$ cat config.mk
export PLATFORM = sky130hd
export DESIGN_NAME = cartridge_bank_mapper_irq_core_flat
export DESIGN_NICKNAME = d
export VERILOG_FILES = /design/src/sv/cbm_pkg.sv /design/src/sv/cbm_if.sv /design/src/sv/cbm_ctrl.sv /design/src/sv/cbm_dp.sv /design/src/sv/cartridge_bank_mapper_irq_core.sv /design/src/flat_wrapper.sv
export SDC_FILE = /design/constraint.sdc
export NUM_CORES = 1
export LEC_CHECK = 0
export ABC_AREA = 1
export BUFFER_PORTS_ARGS = -buffer_cell sky130_fd_sc_hd__buf_2
export CAP_MARGIN = 20
export CORE_MARGIN = 2
export CORE_UTILIZATION = 45
export CTS_CLUSTER_DIAMETER = 60
export DETAILED_ROUTE_END_ITERATION = 16
export PLACE_DENSITY = 0.59
export SLEW_MARGIN = 20
export SYNTH_ARGS = -nofsm -noshare
export SYNTH_HDL_FRONTEND = slang
export SYNTH_SLANG_ARGS = --single-unit
$ cat constraint.sdc
create_clock -name i_clk -period 3.6 [get_ports i_clk]
set_input_delay 0.72 -clock i_clk [delete_from_list [all_inputs] [get_ports i_clk]]
set_output_delay 0.72 -clock i_clk [all_outputs]
set_load 0.05 [all_outputs]
$ cat src/sv/cbm_pkg.sv
// ----------------------------------------------------------------------------
// cbm_pkg
// Shared types and constants of the cartridge bank mapper with irq counter.
// ----------------------------------------------------------------------------
package cbm_pkg;

    // item kinds
    localparam logic [2:0] F_WRITE = 3'd0;
    localparam logic [2:0] F_TICK  = 3'd1;
    localparam logic [2:0] F_LINE  = 3'd2;
    localparam logic [2:0] F_PRG   = 3'd3;
    localparam logic [2:0] F_CHR   = 3'd4;

    // write decode key: {addr[15:12], addr[0]}
    localparam logic [4:0] K_COMMAND = 5'h10;
    localparam logic [4:0] K_BANK    = 5'h11;
    localparam logic [4:0] K_MIRROR  = 5'h14;
    localparam logic [4:0] K_LATCH   = 5'h18;
    localparam logic [4:0] K_RELOAD  = 5'h19;
    localparam logic [4:0] K_IRQ_OFF = 5'h1C;
    localparam logic [4:0] K_IRQ_ON  = 5'h1D;

    localparam int         NUM_BANKS   = 11;
    localparam logic [3:0] BANK_TOP    = 4'd10;
    localparam logic [3:0] BANK_ALIAS  = 4'hF;
    localparam logic [3:0] BANK_PRG0   = 4'd6;
    localparam logic [3:0] BANK_PRG1   = 4'd7;
    localparam logic [3:0] BANK_CHR1   = 4'd8;
    localparam logic [3:0] BANK_CHR3   = 4'd9;
    localparam logic [7:0] BANK_RESET  = 8'hFF;
    localparam logic [7:0] LAST_BANK   = 8'hFF;
    localparam logic [8:0] SKIP_LINE   = 9'd240;
    localparam int         CMD_CHR1K   = 5;

    typedef struct packed {
        logic load;
        logic exec;
        logic step;
    } t_cmd;

    typedef struct packed {
        logic left_nz;
        logic left_one;
    } t_sts;

endpackage

$ cat src/sv/cbm_if.sv
// ----------------------------------------------------------------------------
// cbm_if
// Request and result channels of the bank mapper.
// ----------------------------------------------------------------------------
interface cbm_in_if;
    logic       valid;
    logic       ready;
    logic [2:0] func;
    logic [15:0] addr;
    logic [7:0] data;
    logic [5:0] cycles;
    logic [8:0] scanline;

    modport source (output valid, func, addr, data, cycles, scanline, input ready);
    modport sink   (input valid, func, addr, data, cycles, scanline, output ready);
endinterface

interface cbm_out_if;
    logic       valid;
    logic       ready;
    logic       irq_line;
    logic       mirroring;
    logic [7:0] bank;
    logic       bank_valid;

    modport source (output valid, irq_line, mirroring, bank, bank_valid, input ready);
    modport sink   (input valid, irq_line, mirroring, bank, bank_valid, output ready);
endinterface

$ cat src/sv/cbm_ctrl.sv
// ----------------------------------------------------------------------------
// cbm_ctrl
// Sequencer: accept a request, execute it, run counter steps, hold result.
// ----------------------------------------------------------------------------
module cbm_ctrl (
    input  logic          i_clk,
    input  logic          i_rst_n,
    input  logic          i_in_valid,
    output logic          o_in_ready,
    output logic          o_out_valid,
    input  logic          i_out_ready,
    input  cbm_pkg::t_sts i_sts,
    output cbm_pkg::t_cmd o_cmd
);

    localparam logic [1:0] S_IDLE = 2'd0;
    localparam logic [1:0] S_EXEC = 2'd1;
    localparam logic [1:0] S_TICK = 2'd2;
    localparam logic [1:0] S_DONE = 2'd3;

    logic [1:0] r_state;
    logic [1:0] n_state;

    always_comb begin
        n_state     = r_state;
        o_cmd       = '0;
        o_in_ready  = 1'b0;
        o_out_valid = 1'b0;
        case (r_state)
            S_IDLE: begin
                o_in_ready = 1'b1;
                if (i_in_valid) begin
                    o_cmd.load = 1'b1;
                    n_state    = S_EXEC;
                end
            end
            S_EXEC: begin
                o_cmd.exec = 1'b1;
                n_state    = i_sts.left_nz ? S_TICK : S_DONE;
            end
            S_TICK: begin
                o_cmd.step = 1'b1;
                if (i_sts.left_one) begin
                    n_state = S_DONE;
                end
            end
            S_DONE: begin
                o_out_valid = 1'b1;
                if (i_out_ready) begin
                    n_state = S_IDLE;
                end
            end
            default: begin
                n_state = S_IDLE;
            end
        endcase
    end

    always_ff @(posedge i_clk) begin
        if (!i_rst_n) begin
            r_state <= S_IDLE;
        end else begin
            r_state <= n_state;
        end
    end

`ifndef NO_ASSERTIONS
    a_excl: assert property (@(posedge i_clk) disable iff (!i_rst_n)
        o_out_valid |-> !o_in_ready)
        else $error("result pending while request accepted");
    a_load_exec: assert property (@(posedge i_clk) disable iff (!i_rst_n)
        o_cmd.load |=> (r_state == S_EXEC))
        else $error("accepted request not executed");
    a_tick_end: assert property (@(posedge i_clk) disable iff (!i_rst_n)
        (r_state == S_TICK && i_sts.left_one) |=> o_out_valid)
        else $error("counter run did not finish");
    a_step_only_tick: assert property (@(posedge i_clk) disable iff (!i_rst_n)
        o_cmd.step |-> i_sts.left_nz)
        else $error("counter step with no steps left");
`endif

endmodule

$ cat src/sv/cbm_dp.sv
// ----------------------------------------------------------------------------
// cbm_dp
// Mapper state, write decode, irq counter and bank lookup.
// ----------------------------------------------------------------------------
module cbm_dp #(
    parameter int MAX_TICK_CYCLES = 63
) (
    input  logic          i_clk,
    input  logic          i_rst_n,
    input  cbm_pkg::t_cmd i_cmd,
    output cbm_pkg::t_sts o_sts,
    input  logic [2:0]    i_func,
    input  logic [15:0]   i_addr,
    input  logic [7:0]    i_data,
    input  logic [5:0]    i_cycles,
    input  logic [8:0]    i_scanline,
    output logic          o_irq_line,
    output logic          o_mirroring,
    output logic [7:0]    o_bank,
    output logic          o_bank_valid
);

    localparam int MW = $clog2(MAX_TICK_CYCLES + 1);
    localparam int CW = (MW > 6) ? MW : 6;
    localparam int TW = CW + 1;
    localparam int LW = TW - 2;
    localparam logic [CW-1:0] MaxC = CW'(MAX_TICK_CYCLES);

    // request capture
    logic [2:0]  r_func;
    logic [15:0] r_addr;
    logic [7:0]  r_data;
    logic [8:0]  r_line;

    // mapper state
    logic [7:0] r_command,   n_command;
    logic [7:0] r_banks [cbm_pkg::NUM_BANKS];
    logic       r_mirror,    n_mirror;
    logic       r_reload,    n_reload;
    logic       r_cyc_mode,  n_cyc_mode;
    logic [7:0] r_counter,   n_counter;
    logic       r_irq_en,    n_irq_en;
    logic [7:0] r_latch,     n_latch;
    logic [1:0] r_presc,     n_presc;
    logic       r_pending,   n_pending;
    logic [LW-1:0] r_left,   n_left;
    logic [7:0] r_bank,      n_bank;
    logic       r_bvalid,    n_bvalid;

    logic          bank_we;
    logic [3:0]    bank_wa;
    logic [3:0]    rd_idx;
    logic [7:0]    rd_val;
    logic          pair_lo;
    logic          pair_mode;
    logic [CW-1:0] clamp_c;
    logic [TW-1:0] total;
    logic [4:0]    wkey;
    logic [2:0]    slot;
    logic          wrap;

    assign wkey    = {r_addr[15:12], r_addr[0]};
    assign slot    = r_addr[12:10];
    assign wrap    = (r_counter == 8'd0) && r_irq_en;
    assign clamp_c = (CW'(i_cycles) > MaxC) ? MaxC : CW'(i_cycles);
    assign total   = TW'(r_presc) + TW'(clamp_c);

    // bank read port
    always_comb begin
        rd_idx    = cbm_pkg::BANK_PRG0;
        pair_mode = 1'b0;
        pair_lo   = 1'b0;
        if (r_func == cbm_pkg::F_PRG) begin
            case (r_addr[14:13])
                2'd0:    rd_idx = cbm_pkg::BANK_PRG0;
                2'd1:    rd_idx = cbm_pkg::BANK_PRG1;
                default: rd_idx = cbm_pkg::BANK_TOP;
            endcase
        end else if (slot[2]) begin
            rd_idx = 4'({1'b0, slot} - 4'd2);
        end else if (r_command[cbm_pkg::CMD_CHR1K]) begin
            case (slot[1:0])
                2'd0:    rd_idx = 4'd0;
                2'd1:    rd_idx = cbm_pkg::BANK_CHR1;
                2'd2:    rd_idx = 4'd1;
                default: rd_idx = cbm_pkg::BANK_CHR3;
            endcase
        end else begin
            rd_idx    = {3'd0, slot[1]};
            pair_mode = 1'b1;
            pair_lo   = slot[0];
        end
        rd_val = (rd_idx <= cbm_pkg::BANK_TOP) ? r_banks[rd_idx] : 8'd0;
    end

    always_comb begin
        n_command  = r_command;
        n_mirror   = r_mirror;
        n_reload   = r_reload;
        n_cyc_mode = r_cyc_mode;
        n_counter  = r_counter;
        n_irq_en   = r_irq_en;
        n_latch    = r_latch;
        n_presc    = r_presc;
        n_pending  = r_pending;
        n_left     = r_left;
        n_bank     = r_bank;
        n_bvalid   = r_bvalid;
        bank_we    = 1'b0;
        bank_wa    = r_command[3:0];

        if (i_cmd.load) begin
            n_left = '0;
            if (i_func == cbm_pkg::F_TICK && r_cyc_mode) begin
                n_presc = total[1:0];
                n_left  = total[TW-1:2];
            end
        end

        if (i_cmd.exec) begin
            n_bank   = 8'd0;
            n_bvalid = 1'b0;
            case (r_func)
                cbm_pkg::F_WRITE: begin
                    case (wkey)
                        cbm_pkg::K_COMMAND: n_command = r_data;
                        cbm_pkg::K_BANK: begin
                            if (r_command[3:0] < cbm_pkg::BANK_TOP) begin
                                bank_we = 1'b1;
                            end else if (r_command[3:0] == cbm_pkg::BANK_ALIAS) begin
                                bank_we = 1'b1;
                                bank_wa = cbm_pkg::BANK_TOP;
                            end
                        end
                        cbm_pkg::K_MIRROR: n_mirror = r_data[0];
                        cbm_pkg::K_LATCH: begin
                            n_latch = r_data;
                            if (r_reload) n_counter = r_data;
                        end
                        cbm_pkg::K_RELOAD: begin
                            n_reload   = 1'b1;
                            n_counter  = r_latch;
                            n_cyc_mode = r_data[0];
                        end
                        cbm_pkg::K_IRQ_OFF: begin
                            n_irq_en  = 1'b0;
                            n_pending = 1'b0;
                            if (r_reload) n_counter = r_latch;
                        end
                        cbm_pkg::K_IRQ_ON: begin
                            n_irq_en = 1'b1;
                            if (r_reload) n_counter = r_latch;
                        end
                        default: ;
                    endcase
                end
                cbm_pkg::F_LINE: begin
                    if (!r_cyc_mode && r_line != cbm_pkg::SKIP_LINE) begin
                        n_counter = r_counter - 8'd1;
                        n_reload  = wrap;
                        if (wrap) n_pending = 1'b1;
                    end
                end
                cbm_pkg::F_PRG: begin
                    if (r_addr[15]) begin
                        n_bvalid = 1'b1;
                        n_bank   = (r_addr[14:13] == 2'd3) ? cbm_pkg::LAST_BANK : rd_val;
                    end
                end
                cbm_pkg::F_CHR: begin
                    if (r_addr[15:13] == 3'd0) begin
                        n_bvalid = 1'b1;
                        n_bank   = pair_mode ? {rd_val[7:1], pair_lo} : rd_val;
                    end
                end
                default: ;
            endcase
        end

        if (i_cmd.step) begin
            n_counter = r_counter - 8'd1;
            n_left    = r_left - LW'(1);
            if (wrap) n_pending = 1'b1;
        end
    end

    always_ff @(posedge i_clk) begin
        if (i_cmd.load) begin
            r_func <= i_func;
            r_addr <= i_addr;
            r_data <= i_data;
            r_line <= i_scanline;
        end
        r_bank   <= n_bank;
        r_bvalid <= n_bvalid;
    end

    always_ff @(posedge i_clk) begin
        if (!i_rst_n) begin
            r_command  <= 8'd0;
            r_mirror   <= 1'b0;
            r_reload   <= 1'b0;
            r_cyc_mode <= 1'b0;
            r_counter  <= 8'd0;
            r_irq_en   <= 1'b0;
            r_latch    <= 8'd0;
            r_presc    <= 2'd0;
            r_pending  <= 1'b0;
            r_left     <= '0;
            for (int i = 0; i < cbm_pkg::NUM_BANKS; i++) begin
                r_banks[i] <= cbm_pkg::BANK_RESET;
            end
        end else begin
            r_command  <= n_command;
            r_mirror   <= n_mirror;
            r_reload   <= n_reload;
            r_cyc_mode <= n_cyc_mode;
            r_counter  <= n_counter;
            r_irq_en   <= n_irq_en;
            r_latch    <= n_latch;
            r_presc    <= n_presc;
            r_pending  <= n_pending;
            r_left     <= n_left;
            if (bank_we) begin
                r_banks[bank_wa] <= r_data;
            end
        end
    end

    assign o_sts.left_nz  = (r_left != '0);
    assign o_sts.left_one = (r_left == LW'(1));
    assign o_irq_line     = r_pending;
    assign o_mirroring    = ~r_mirror;
    assign o_bank         = r_bank;
    assign o_bank_valid   = r_bvalid;

`ifndef NO_ASSERTIONS
    a_wrap_irq: assert property (@(posedge i_clk) disable iff (!i_rst_n)
        (i_cmd.step && wrap) |=> r_pending)
        else $error("counter wrap did not raise irq");
    a_step_count: assert property (@(posedge i_clk) disable iff (!i_rst_n)
        i_cmd.step |=> (r_counter == $past(r_counter) - 8'd1))
        else $error("counter step lost");
    a_left_bound: assert property (@(posedge i_clk) disable iff (!i_rst_n)
        (i_cmd.load && !r_cyc_mode) |=> !o_sts.left_nz)
        else $error("steps queued outside cycle mode");
`endif

endmodule

$ cat src/sv/cartridge_bank_mapper_irq_core.sv
// ----------------------------------------------------------------------------
// cartridge_bank_mapper_irq_core
// Sequence: accept the request, execute it, then for a tick in cycle mode run
// N = (prescaler + min(cycles, MAX_TICK_CYCLES)) / 4 irq counter steps, one
// per clock (N is 0 otherwise and at most 16 with a 6-bit cycle count), and
// hold the result until taken; a new request is accepted only after that.
// Reset is synchronous, active low; all bank registers read 0xFF.
// ----------------------------------------------------------------------------
module cartridge_bank_mapper_irq_core #(
    parameter int MAX_TICK_CYCLES = 63
) (
    input  logic  i_clk,
    input  logic  i_rst_n,
    cbm_in_if.sink    i_in,
    cbm_out_if.source o_out
);

    cbm_pkg::t_cmd cmd;
    cbm_pkg::t_sts sts;

    cbm_ctrl u_ctrl (
        .i_clk       (i_clk),
        .i_rst_n     (i_rst_n),
        .i_in_valid  (i_in.valid),
        .o_in_ready  (i_in.ready),
        .o_out_valid (o_out.valid),
        .i_out_ready (o_out.ready),
        .i_sts       (sts),
        .o_cmd       (cmd)
    );

    cbm_dp #(
        .MAX_TICK_CYCLES (MAX_TICK_CYCLES)
    ) u_dp (
        .i_clk        (i_clk),
        .i_rst_n      (i_rst_n),
        .i_cmd        (cmd),
        .o_sts        (sts),
        .i_func       (i_in.func),
        .i_addr       (i_in.addr),
        .i_data       (i_in.data),
        .i_cycles     (i_in.cycles),
        .i_scanline   (i_in.scanline),
        .o_irq_line   (o_out.irq_line),
        .o_mirroring  (o_out.mirroring),
        .o_bank       (o_out.bank),
        .o_bank_valid (o_out.bank_valid)
    );

endmodule
$ cat src/flat_wrapper.sv
// flat-port wrapper written by rule: the top's interface ports become plain ports
module cartridge_bank_mapper_irq_core_flat 
#(
    parameter int MAX_TICK_CYCLES = 63
)
  (i_clk, i_rst_n, i_in_valid, i_in_func, i_in_addr, i_in_data, i_in_cycles, i_in_scanline, i_in_ready, o_out_valid, o_out_irq_line, o_out_mirroring, o_out_bank, o_out_bank_valid, o_out_ready);
  cbm_in_if i_in_i ();
  cbm_out_if o_out_i ();
  input  logic i_clk;
  input  logic i_rst_n;
  input wire logic [$bits(i_in_i.valid)-1:0] i_in_valid;
  input wire logic [$bits(i_in_i.func)-1:0] i_in_func;
  input wire logic [$bits(i_in_i.addr)-1:0] i_in_addr;
  input wire logic [$bits(i_in_i.data)-1:0] i_in_data;
  input wire logic [$bits(i_in_i.cycles)-1:0] i_in_cycles;
  input wire logic [$bits(i_in_i.scanline)-1:0] i_in_scanline;
  output wire logic [$bits(i_in_i.ready)-1:0] i_in_ready;
  output wire logic [$bits(o_out_i.valid)-1:0] o_out_valid;
  output wire logic [$bits(o_out_i.irq_line)-1:0] o_out_irq_line;
  output wire logic [$bits(o_out_i.mirroring)-1:0] o_out_mirroring;
  output wire logic [$bits(o_out_i.bank)-1:0] o_out_bank;
  output wire logic [$bits(o_out_i.bank_valid)-1:0] o_out_bank_valid;
  input wire logic [$bits(o_out_i.ready)-1:0] o_out_ready;
  assign i_in_i.valid = i_in_valid;
  assign i_in_i.func = i_in_func;
  assign i_in_i.addr = i_in_addr;
  assign i_in_i.data = i_in_data;
  assign i_in_i.cycles = i_in_cycles;
  assign i_in_i.scanline = i_in_scanline;
  assign i_in_ready = i_in_i.ready;
  assign o_out_valid = o_out_i.valid;
  assign o_out_irq_line = o_out_i.irq_line;
  assign o_out_mirroring = o_out_i.mirroring;
  assign o_out_bank = o_out_i.bank;
  assign o_out_bank_valid = o_out_i.bank_valid;
  assign o_out_i.ready = o_out_ready;
  cartridge_bank_mapper_irq_core #(.MAX_TICK_CYCLES(MAX_TICK_CYCLES)) u_core (.i_clk(i_clk), .i_rst_n(i_rst_n), .i_in(i_in_i), .o_out(o_out_i));
endmodule
======== Word level (Yosys, flattened, before mapping) ========
Memory sizes are Yosys's and may differ from the RTL's.
Cells that the tools add are included.
word-level totals
  input port bits ......................... 46
  output and inout port bits .............. 13
  register bits ........................... 81
  RAM bits ................................ 88
  word-level logic and storage cells ...... 152
  memories kept ........................... 1
cells by class
  eq/ne operators ......................... 30
  bitwise gates (word level) .............. 1
  reductions and logical operators ........ 27
  mux-type cells .......................... 69
  magnitude comparators ................... 3
  $add $sub $neg .......................... 4
memories
  name                 words  bits a word  rd ports  clocked after memory_dff  write ports  line          source
  u_core.u_dp.r_banks  11     8            1         0                         11           cbm_dp.sv:37  logic [7:0] r_banks [cbm_pkg::NUM_BANKS];
operator list
  kind                   number
  $mux W8                10
  $mux W4                9
  $eq A5 B5 Y1 const B   7
  $mux W1                33
  $pmux W8 S2            2
  $pmux W8 S3            1
  $reduce_and A3 Y1      6
  $mux W5                3
  $pmux W4 S3            1
  $ne A9 B8 Y1 const B   1
  $eq A2 B2 Y1 const B   4
  $logic_not A8 Y1       1
  $ne A4 B3 Y1 const B   2
  $pmux W1 S2            4
  $pmux W2 S4            1
  $pmux W4 S2            1
  $reduce_bool A2 Y1     4
  $reduce_or A8 Y1       1
  $sub A8 B1 Y8 const B  1
  $add A2 B6 Y7          1
  $eq A2 B1 Y1 const B   3
  $eq A3 B2 Y1 const B   2
  $gt A6 B6 Y1 const B   1
  $logic_not A2 Y1       3
  24 further kinds       32

======== Depth between registers and ports, before layout ========
Gate-level depths: netlist (run 1).
  depth after elaboration ................. 11
  gate-level depth with buffers ........... 13
  mapped depth without buffers ............ 12

======== Modules after synthesis ========
From an unflattened synthesis (run 1), not the netlist that was laid out.
unflattened totals
  cell total of the unflattened synthesis .. 965
  area total of the unflattened synthesis .. 8154.1 µm²
by module, submodules not included
  module    instances  cells an instance  sequential area each (µm²)  area an instance (µm²)
  cbm_dp    1          933                4304.1                      7947.6
  cbm_ctrl  1          32                 40.0                        206.4

======== Worst setup path before layout (run 1) ========
No wires, ideal clock.
  path type ............................... register to register
  start ................................... reg u_core.u_ctrl.r_state[1]
  end ..................................... mem u_core.u_dp.r_banks[2][0], enable pin
  library setup time ...................... 0.384 ns
  setup slack ............................. 0.872 ns
  clock period less this slack ............ 2.728 ns
  required time ........................... 3.216 ns
  data arrival time ....................... 2.343 ns
  path buffers ............................ 0
  stages on the path, launching flop included .. 10
  path through ............................ dfxtp_1 > inv_1 > ha_1 > nand2_2 > nor2_4 > and2_4 > nand4_4 > nor2_4 > inv_2 > o21ai_0
RTL lines
  item                      line            source
  start: declaration        cbm_ctrl.sv:21  logic [1:0] r_state;
  start signal: assignment  cbm_ctrl.sv:63  r_state <= n_state;
  end: declaration          cbm_dp.sv:37

==> out/metrics.csv, run 1 <==
stage,metric,value,unit
detailed_routing,drc,0,
power_and_ir_drop,p_leak,4.10,nW
critical_path,arrival,2850,ps
floorplan,core-area,17400,sq um
critical_path,slowest_stage,o21ai_0,
critical_path,crit_chain,nor2_2 -> nand2_2 -> nor2_4 -> and2_4 -> nand3_4 -> nor2_4 -> nand2_4 -> o21ai_0 -> buf_2,
global_routing,antenna_found_initial,0,
timing,slew_viol_final,0,
clocking,clk_path_buf_depth,2,
global_routing,grt_remaining_overflow,0,
detailed_routing,wl,19400,um
critical_path,endpoint,u_core.u_dp.r_banks[1][1],
timing,fmax,0.368,GHz
critical_path,worstSetupPathType,register to register,
finish,final_cell_mix,"nand2_1, inv_1, edfxtp_1",
timing,fin_setup_tns,0,ps
critical_path,cp-startpoint,u_core.u_dp.r_func[0],
detailed_routing,dr.pass1.iters,5,
timing,finalSetupViolations,0,
placed_design,gp_congestion,0.851,
finish,drive_gt1_share,12.2,%
finish,syn_to_final_growth,13.9,%
detailed_routing,viasPerCell,4.99,
detailed_routing,wl_per_cell,15.2,um
clocking,cts_buffers,17,
critical_path,r2r_cells,9,
critical_path,r2r-start,u_core.u_dp.r_func[0],
finish,multi_input_area,3010,sq um
timing,worst_pin_slew,773,ps
synth,ys_warn_count,0,
min_path,hold_path.class,register to register,
finish,regArea,4340,sq um
floorplan,die-area,19000,sq um
finish,final_common_cell,nand2_1,
finish,n_fill_cell,1645,
clocking,postCtsSetupRepairBufs,0,
detailed_routing,drt_iter0_drc,558,
critical_path,cp_max_fo,10,
floorplan,io_pins,59,
critical_path,r2r_slack,880,ps
synth,syn_inst,980,
synth,seq_area_frac_synth,53.9,%
clocking,clk_pin_slew,60,ps
power_and_ir_drop,power_density,614,nW/um^2
synth,syn_nets,1038,
timing,setup_ws,884,ps
timing,timing.final.crit_share,75.4,%
floorplan,die_y,138,um
global_routing,grt_max_degree,45,
placed_design,portBuffers,49,
clocking,holdBufCountCts,0,
synth,ys_ff_latch,159,
synth,synth.cell_area,8060,sq um
critical_path,cpMostUsedCell,nor2_4,
timing,finalClockSkew,8.10,ps
outcome,status,"complete, no violations",
placed_design,dp_hpwl,13400,um
power_and_ir_drop,max-vdd-ir-drop,0.347,mV
finish,nNetsFinal,1100,
timing,fin_crit,2720,ps
detailed_routing,dr_total_vias,6384,
critical_path,cp-start-kind,register,
global_routing,grt_pass1_wl,30600,um
global_routing,grt_pass1_vias,5873,
clocking,ctsResizeCount,0,
critical_path,crit_buf_inv,1,
floorplan,dieWidth,138,um
critical_path,crit_required,3740,ps
floorplan,row_count,48,
clocking,clock_sinks,159,
timing,rsz0062_at_grt,no,
timing,hold_viol_final,0,
clocking,clock-root-buffer,clkbuf_16,
synth,synth.avg_cell_area,8.22,sq um
global_routing,grt_use_total,21.8,%
clocking,cts_tree,yes,
detailed_routing,ant_nets,0,
critical_path,crit_family,simple AND/OR/NAND/NOR gates,
critical_path,critPathCaptureType,register,
flow_run,maxCapViolations,0,
clocking,cts_htree_levels,4,
floorplan,initial_utilization,46.3,%
finish,antenna_cells,0,
critical_path,timing.rr.end,u_core.u_dp.r_banks[1][1],
critical_path,max_stage_delay,500,ps
synth,synth_cell_types,43,
critical_path,path_depth,9,
placed_design,dp_slack,706,ps
timing,slew_headroom,48.3,%
clocking,insertion_delay,430,ps
sequential cells by signal, summed over array words and instances (netlist names), 2 cells and up:
signal / flops
u_core.u_dp.r_presc: 2
u_core.u_ctrl.r_state: 2
u_core.u_dp.r_counter: 8
u_core.u_dp.r_data: 8
u_core.u_dp.r_func: 3
u_core.u_dp.r_banks: 88
u_core.u_dp.r_latch: 8
u_core.u_dp.r_command: 5
u_core.u_dp.r_left: 5
u_core.u_dp.r_addr: 7
u_core.u_dp.r_line: 9
u_core.u_dp.o_bank: 8
metal layers:
layer / up-vias / wire length (um) / track usage [%]
met4: 0 / 379 / 7.88
li1: 3263 / - / -
met3: 25 / 891 / 3.75
met2: 160 / 8910 / 34.4
met1: 2936 / 9230 / 30.3
met5: - / 0 / 0
worst min path at each step:
stage,from,to,slack [ps],cells past startpoint
floorplan,u_core.u_dp.r_banks[10][0],u_core.u_dp.r_banks[10][0],430,2
global placement,u_core.u_dp.r_banks[10][3],u_core.u_dp.r_banks[10][3],440,2
detailed placement,u_core.u_dp.r_banks[10][1],u_core.u_dp.r_banks[10][1],440,2
CTS,i_in_data[6],u_core.u_dp.r_data[6],450,1
global route,i_in_data[0],u_core.u_dp.r_data[0],450,1
finish,u_core.u_dp.r_banks[10][1],u_core.u_dp.r_banks[10][1],450,2
cell type report:
class	count	share of cell area (%)
sequential	159	47.3
multi-input combinational	643	32.8
inverter	161	6.64
clock buffer	24	5.50
timing repair buffer	60	3.55
tap	225	3.07
clock inverter	8	1.10
synth_stat cells (all sizes together):
cell	n	area, sq um
and3	2	12.5
and2	1	8.76
nor4	1	6.26
a311oi	1	8.76
a31oi	2	12.5
o21a	1	7.51
a21oi	26	130
o31ai	2	15.0
a21o	1	7.51
o22ai	2	12.5
nor3	6	41.3
edfxtp	116	3480
nand2	336	1300
clkbuf	6	22.5
xor2	2	17.5
nand4	10	77.6
a41oi	1	8.76
nor2	91	404
nand3	88	458
clkinv	15	61.3
nand3b	6	45.0
inv	146	548
dfxtp	43	861
ha	11	138
o211ai	1	7.51
or2	6	37.5
o21ai	45	236
buf	11	72.6
fa	1	20.0
kinds of logic (layout without fill, tap and decap cells):
group	Yosys count	count (layout)	synth area share (%)
adder cells (fa/ha/maj)	12	12	1.96
flip-flops	159	159	53.9
AO/OA/AOI/OAI	82	82	5.54
buffers and inverters	178	253	8.74
XOR/XNOR	2	2	0.217
AND/OR/NAND/NOR	547	547	29.6
metrics by stage:
step	area, sq um	hold slack, ps	cells	utilization, %	total power [W]
after floorplan	8060	429	980	-	0.00339
after global placement	8560	440	1247	49.2	0.00379
after detailed placement	8570	444	1248	49.2	0.00380
after CTS	9180	450	1280	52.7	0.00566
after global routing	9180	448	1280	52.7	0.00594
final	9180	455	1280	52.7	0.00563
report_power, final:
part | switching (W) | internal (W)
clock | 0.000736 | 0.00112
sequential | 0.000105 | 0.00215
combinational | 0.00108 | 0.000434
tightest hold or removal path, cell delays in order (launching register included):
cell	delay, ps
dfxtp_1	320
nand2_1	50
nand3_1	50
(Power assumes the default switching activity.)
==> run 2: changes to the inputs <==
ABC_AREA = 0   (was 1)
PLACE_DENSITY = 0.6   (was 0.59)
clock period = 2.8 ns   (was 3.6 ns; I/O delays follow)
==> run 2 against run 1 <==
Combinational power rose by 18%. Core utilization rose by 1.1 points. Maximum frequency rose by 11%. Largest power group unchanged. Register-to-register slack got worse by 530 ps. Critical path type unchanged.
==> out/metrics.csv, run 2 <==
stage,metric,value,unit
timing,hold_viol_final,0,
timing,fin_setup_tns,0,ps
synth,ys_top_cells_by_area,"edfxtp_1, dfxtp_1, nand2_1",
synth,synth-compound-area-share,9.33,%
clocking,clk_path_buf_depth,2,
synth,yosysTopAreaCellShare,47.0,%
clocking,clock_sinks,159,
finish,regMostFlops,u_core.u_dp.r_banks,
synth,synth_top_family_by_area,simple AND/OR/NAND/NOR gates,
synth,ys_ff_latch,159,
finish,largest_register_ff_count,88,
detailed_routing,dr.pass1.iters,5,
synth,seq_area_frac_synth,58.6,%
critical_path,worstSetupPathType,register to register,
timing,fmax,0.410,GHz
timing,worst_pin_slew,1040,ps
finish,final_common_cell,nand2_1,
finish,nNetsFinal,814,
synth,synth.most_common_cell,nand2_1,
floorplan,row_count,46,
detailed_routing,drc,0,
clocking,cts_htree_levels,4,
flow_run,maxCapViolations,0,
synth,synth.cell_area,7410,sq um
power_and_ir_drop,power.total,0.00693,W
floorplan,die-area,17500,sq um
timing,finalClockSkew,7.62,ps
critical_path,crit_required,2960,ps
clocking,postCtsSetupRepairBufs,0,
finish,drive_gt1_share,17.7,%
outcome,status,"complete, no violations",
synth,ys_warn_count,0,
clocking,ctsResizeCount,0,
synth,synthArstFlopShare,0,%
power_and_ir_drop,p_leak,3.01,nW
placed_design,gp_congestion,0.892,
synth,synth_xor_area_share,0.472,%
min_path,hold_path.class,input port to register,
timing,holdWs,305,ps
timing,timing.final.crit_share,87.2,%
clocking,clk_pin_slew,60,ps
global_routing,grt_max_degree,31,
detailed_routing,ant_nets,0,
floorplan,die_y,132,um
floorplan,initial_utilization,46.3,%
synth,synth.avg_cell_area,10.8,sq um
critical_path,cp-start-kind,register,
clocking,cts_buffers,17,
timing,slew_headroom,30.9,%
global_routing,grt_use_total,21.4,%
clocking,insertion_delay,430,ps
clocking,holdBufCountCts,0,
detailed_routing,wl,18000,um
synth,synth_commonest_cells,"nand2_1, edfxtp_1, nor2_1",
detailed_routing,drt_iter0_drc,486,
detailed_routing,wl_per_cell,18.3,um
finish,antenna_cells,0,
critical_path,arrival,2600,ps
finish,syn_to_final_growth,16.1,%
synth,synthAdderAreaFrac,2.13,%
finish,final_cell_mix,"nand2_1, edfxtp_1, buf_2",
synth,synth.area.mux_share,6.68,%
critical_path,cp_max_fo,13,
synth,synth_cell_types,57,
synth,ys.flop_type,edfxtp_1,
placed_design,dp_hpwl,12600,um
synth,syn_inst,687,
global_routing,grt_pass1_vias,5413,
timing,finalSetupViolations,0,
synth,syn_nets,745,
critical_path,critPathCaptureType,register,
finish,top_regs,"u_core.u_dp.r_banks x88, u_core.u_dp.r_line x9",
synth,synth-simple-area-share,19.0,%
global_routing,grt_pass1_wl,28500,um
timing,rsz0062_at_grt,no,
global_routing,antenna_found_initial,0,
clocking,clock-root-buffer,clkbuf_16,
synth,synth_edf_count,116,
power_and_ir_drop,power_density,805,nW/um^2
timing,slew_viol_final,0,
power_and_ir_drop,max-vdd-ir-drop,0.459,mV
global_routing,grt_remaining_overflow,0,
floorplan,dieWidth,132,um
detailed_routing,viasPerCell,5.54,
timing,fin_crit,2440,ps
detailed_routing,dr_total_vias,5460,
placed_design,portBuffers,49,
floorplan,core-area,16000,sq um
clocking,cts_tree,yes,
synth,yosysTopAreaCell,edfxtp_1,
floorplan,io_pins,59,
==> run 2: changes by cell type after synthesis, sizes merged, moves of 11 or more <==
cell	change
inv	-121
clkbuf	+14
mux2i	+45
o21ai	-19
nand2	-199
nor2	-44
clkinv	-14
nand3	-55
nor3	+11
nand2b	+12
o211ai	+12
==> run 2: cell families (layout without fill, tap and decap cells) <==
group / Yosys count / in the layout
AND/OR/NAND/NOR: 293 / 293
flip-flops: 159 / 159
AO/OA/AOI/OAI: 106 / 106
buffers and inverters: 65 / 147
multiplexers: 48 / 48
adder cells (fa/ha/maj): 12 / 12
XOR/XNOR: 4 / 4
==> run 2: final timing paths <==
check / from / end / slack [ps] / cells after the start
worst max-delay path: u_core.u_dp.r_addr[12] / u_core.u_dp.o_bank[2] / 360 / 7
worst max register to register: u_core.u_dp.r_addr[12] / u_core.u_dp.o_bank[2] / 360 / 7
worst min register to register: u_core.u_dp.r_presc[0] / u_core.u_dp.r_presc[0] / 480 / 2
worst min-delay path: i_in_addr[15] / u_core.u_dp.r_addr[15] / 310 / 1
==> run 2: cell type report <==
class	count	area, sq um
fillers	1415	7390
repair buffers	89	546
clock buffers	24	513
well taps	216	270
clock inverters	8	50.0
inverters	26	97.6
multi-input cells	463	2790
flip-flops and latches	159	4340
==> run 2: per-layer routing <==
metal | share of wire [%] | global-route usage, % | up-vias
met5 | 0 | 0 | -
met4 | 2.5 | 8.12 | 0
met3 | 6.0 | 4.81 | 35
met2 | 47 | 34.2 | 184
met1 | 45 | 28.4 | 2626
li1 | - | - | 2615
==> run 2: power breakdown <==
group	total [W]	leakage [nW]	internal, W	switching [W]
registers	0.00294	1.23	0.00278	0.000164
logic	0.00180	1.50	0.000617	0.00118
clock network	0.00219	0.282	0.00128	0.000910
total	0.00693	3.01	0.00468	0.00225
==> run 2: per-stage QoR <==
step	worst slack, ps	util [%]	instance area [sq um]	instances
after detailed placement	346	50.3	8050	953
after global placement	375	50.3	8050	953
after floorplan	69.3	-	7410	687
final	358	53.8	8610	985
after CTS	328	53.8	8610	985
after global routing	164	53.8	8610	985
==> run 2: critical path, stage by stage, from the launching register on <==
cell      delay [ps]
edfxtp_1         560
mux2_4           440
mux2_4           340
buf_4            210
nand2_1           80
a21oi_1           70
o31ai_1          340
nand3_1          120
==> run 3: changes to the inputs <==
clock period = 3.1 ns   (was 2.8 ns; I/O delays follow)
==> run 3 against run 2 <==
Global-route usage about the same. Combinational power down 11%. Die area did not move. Clock power increased by 3%. Non-clock buffer count fell by 7. Setup slack improved by 77 ps. Design area rose by 0.31%. Critical path type unchanged. Largest cell class unchanged.
==> out/metrics.csv, run 3 (synthesis results as in run 2) <==
stage,metric,value,unit
detailed_routing,viasPerCell,5.57,
timing,fin_crit,2660,ps
global_routing,grt_use_total,21.4,%
finish,final_util,54.0,%
floorplan,die-area,17500,sq um
critical_path,worstSetupPathType,register to register,
critical_path,crit_chain,nor4b_4 -> nand4_1 -> or3_1 -> nor3_2 -> nand2b_1,
critical_path,cp_max_fo,9,
floorplan,core-area,16000,sq um
timing,timing.final.crit_share,85.9,%
power_and_ir_drop,power_density,755,nW/um^2
clocking,clock_sinks,159,
critical_path,crit_required,3170,ps
critical_path,critPathCaptureType,register,
power_and_ir_drop,p_leak,3.01,nW
timing,fin_setup_tns,0,ps
floorplan,die_y,132,um
floorplan,dieWidth,132,um
detailed_routing,ant_nets,0,
timing,setup_ws,436,ps
critical_path,cp-startpoint,u_core.u_dp.r_func[1],
clocking,postCtsSetupRepairBufs,0,
timing,finalClockSkew,5.71,ps
detailed_routing,dr_total_vias,5451,
critical_path,max_stage_delay,530,ps
clocking,insertion_delay,430,ps
flow_run,maxCapViolations,0,
critical_path,endpoint,u_core.u_dp.r_banks[0][5],
clocking,holdBufCountCts,0,
timing,worst_pin_slew,972,ps
clocking,cts_buffers,17,
global_routing,grt_pass1_vias,5348,
finish,nNetsFinal,807,
timing,hold_viol_final,0,
detailed_routing,drt_iter0_drc,504,
power_and_ir_drop,power.total,0.00652,W
min_path,hold_path.class,input port to register,
clocking,clk_path_buf_depth,2,
critical_path,r2r_cells,5,
floorplan,initial_utilization,46.3,%
finish,antenna_cells,0,
placed_design,dp_slack,458,ps
finish,top_regs,"u_core.u_dp.r_banks x88, u_core.u_dp.r_line x9",
clocking,ctsResizeCount,0,
detailed_routing,dr.pass1.iters,7,
placed_design,gp_congestion,0.901,
finish,regMostFlops,u_core.u_dp.r_banks,
global_routing,antenna_found_initial,0,
placed_design,dp_hpwl,12700,um
outcome,status,"complete, no violations",
clocking,cts_htree_levels,4,
critical_path,r2r-start,u_core.u_dp.r_func[1],
finish,largest_register_ff_count,88,
clocking,cts_tree,yes,
timing,fmax,0.375,GHz
power_and_ir_drop,max-vdd-ir-drop,0.439,mV
critical_path,r2r_slack,440,ps
timing,finalSetupViolations,0,
critical_path,cp-start-kind,register,
timing,slew_headroom,35.1,%
floorplan,row_count,46,
placed_design,portBuffers,49,
detailed_routing,wl_per_cell,18.4,um
timing,slew_viol_final,0,
detailed_routing,drc,0,
clocking,clk_pin_slew,60,ps
critical_path,arrival,2740,ps
global_routing,grt_remaining_overflow,0,
global_routing,grt_pass1_wl,28600,um
finish,final_common_cell,nand2_1,
finish,drive_gt1_share,16.9,%
global_routing,grt_max_degree,31,
finish,final_cell_mix,"nand2_1, edfxtp_1, buf_2",
clocking,clock-root-buffer,clkbuf_16,
timing,rsz0062_at_grt,no,
floorplan,io_pins,59,
detailed_routing,wl,18000,um
critical_path,slowest_stage,or3_1,
finish,syn_to_final_growth,16.5,%
critical_path,timing.rr.end,u_core.u_dp.r_banks[0][5],
[run 3: power by group]
part           internal [W]  leakage [nW]  total (W)  switching (W)
Combinational      0.000540          1.46    0.00160        0.00106
Sequential          0.00251          1.23    0.00267       0.000158
Clock               0.00143         0.315    0.00225       0.000819
Total               0.00448          3.01    0.00652        0.00204
[run 3: cell type report]
| type | count | area (sq um) |
|---|---|---|
| multi-input cells | 463 | 2790 |
| repair buffers | 82 | 493 |
| fillers | 1424 | 7360 |
| clock buffers | 21 | 482 |
| flip-flops and latches | 159 | 4340 |
| inverters | 26 | 97.6 |
| clock inverters | 11 | 160 |
| well taps | 216 | 270 |
[run 3: per-layer routing]
layer,routed length [um],up-vias,share of wire [%],track usage [%]
met1,8000,2635,44,28.5
met2,8640,186,48,34.6
met5,0,-,0,0
met4,271,0,1.5,6.93
li1,-,2605,-,-
met3,1100,25,6.1,5.04
[run 3: critical path: cells and delay by family (launching register included)]
kind / cells / cell delay [ps]
AND/OR/NAND/NOR: 5 / 1790
flip-flops: 1 / 520
[run 3: worst min-delay path by stage]
stage,startpoint,to,cells after the start
floorplan,u_core.u_dp.r_presc[0],u_core.u_dp.r_presc[0],2
global placement,u_core.u_dp.r_presc[0],u_core.u_dp.r_presc[0],2
detailed placement,u_core.u_dp.r_banks[10][7],u_core.u_dp.r_banks[10][7],2
CTS,i_in_scanline[2],u_core.u_dp.r_line[2],1
global route,i_in_scanline[2],u_core.u_dp.r_line[2],1
finish,i_in_scanline[2],u_core.u_dp.r_line[2],1
[run 3: through the flow]
step	instances	area [sq um]	hold WS, ps
3_5_place_dp	946	8000	472
4_1_cts	978	8640	345
3_3_place_gp	946	8000	453
6_report	978	8640	365
5_1_grt	978	8640	344
2_1_floorplan	687	7410	440
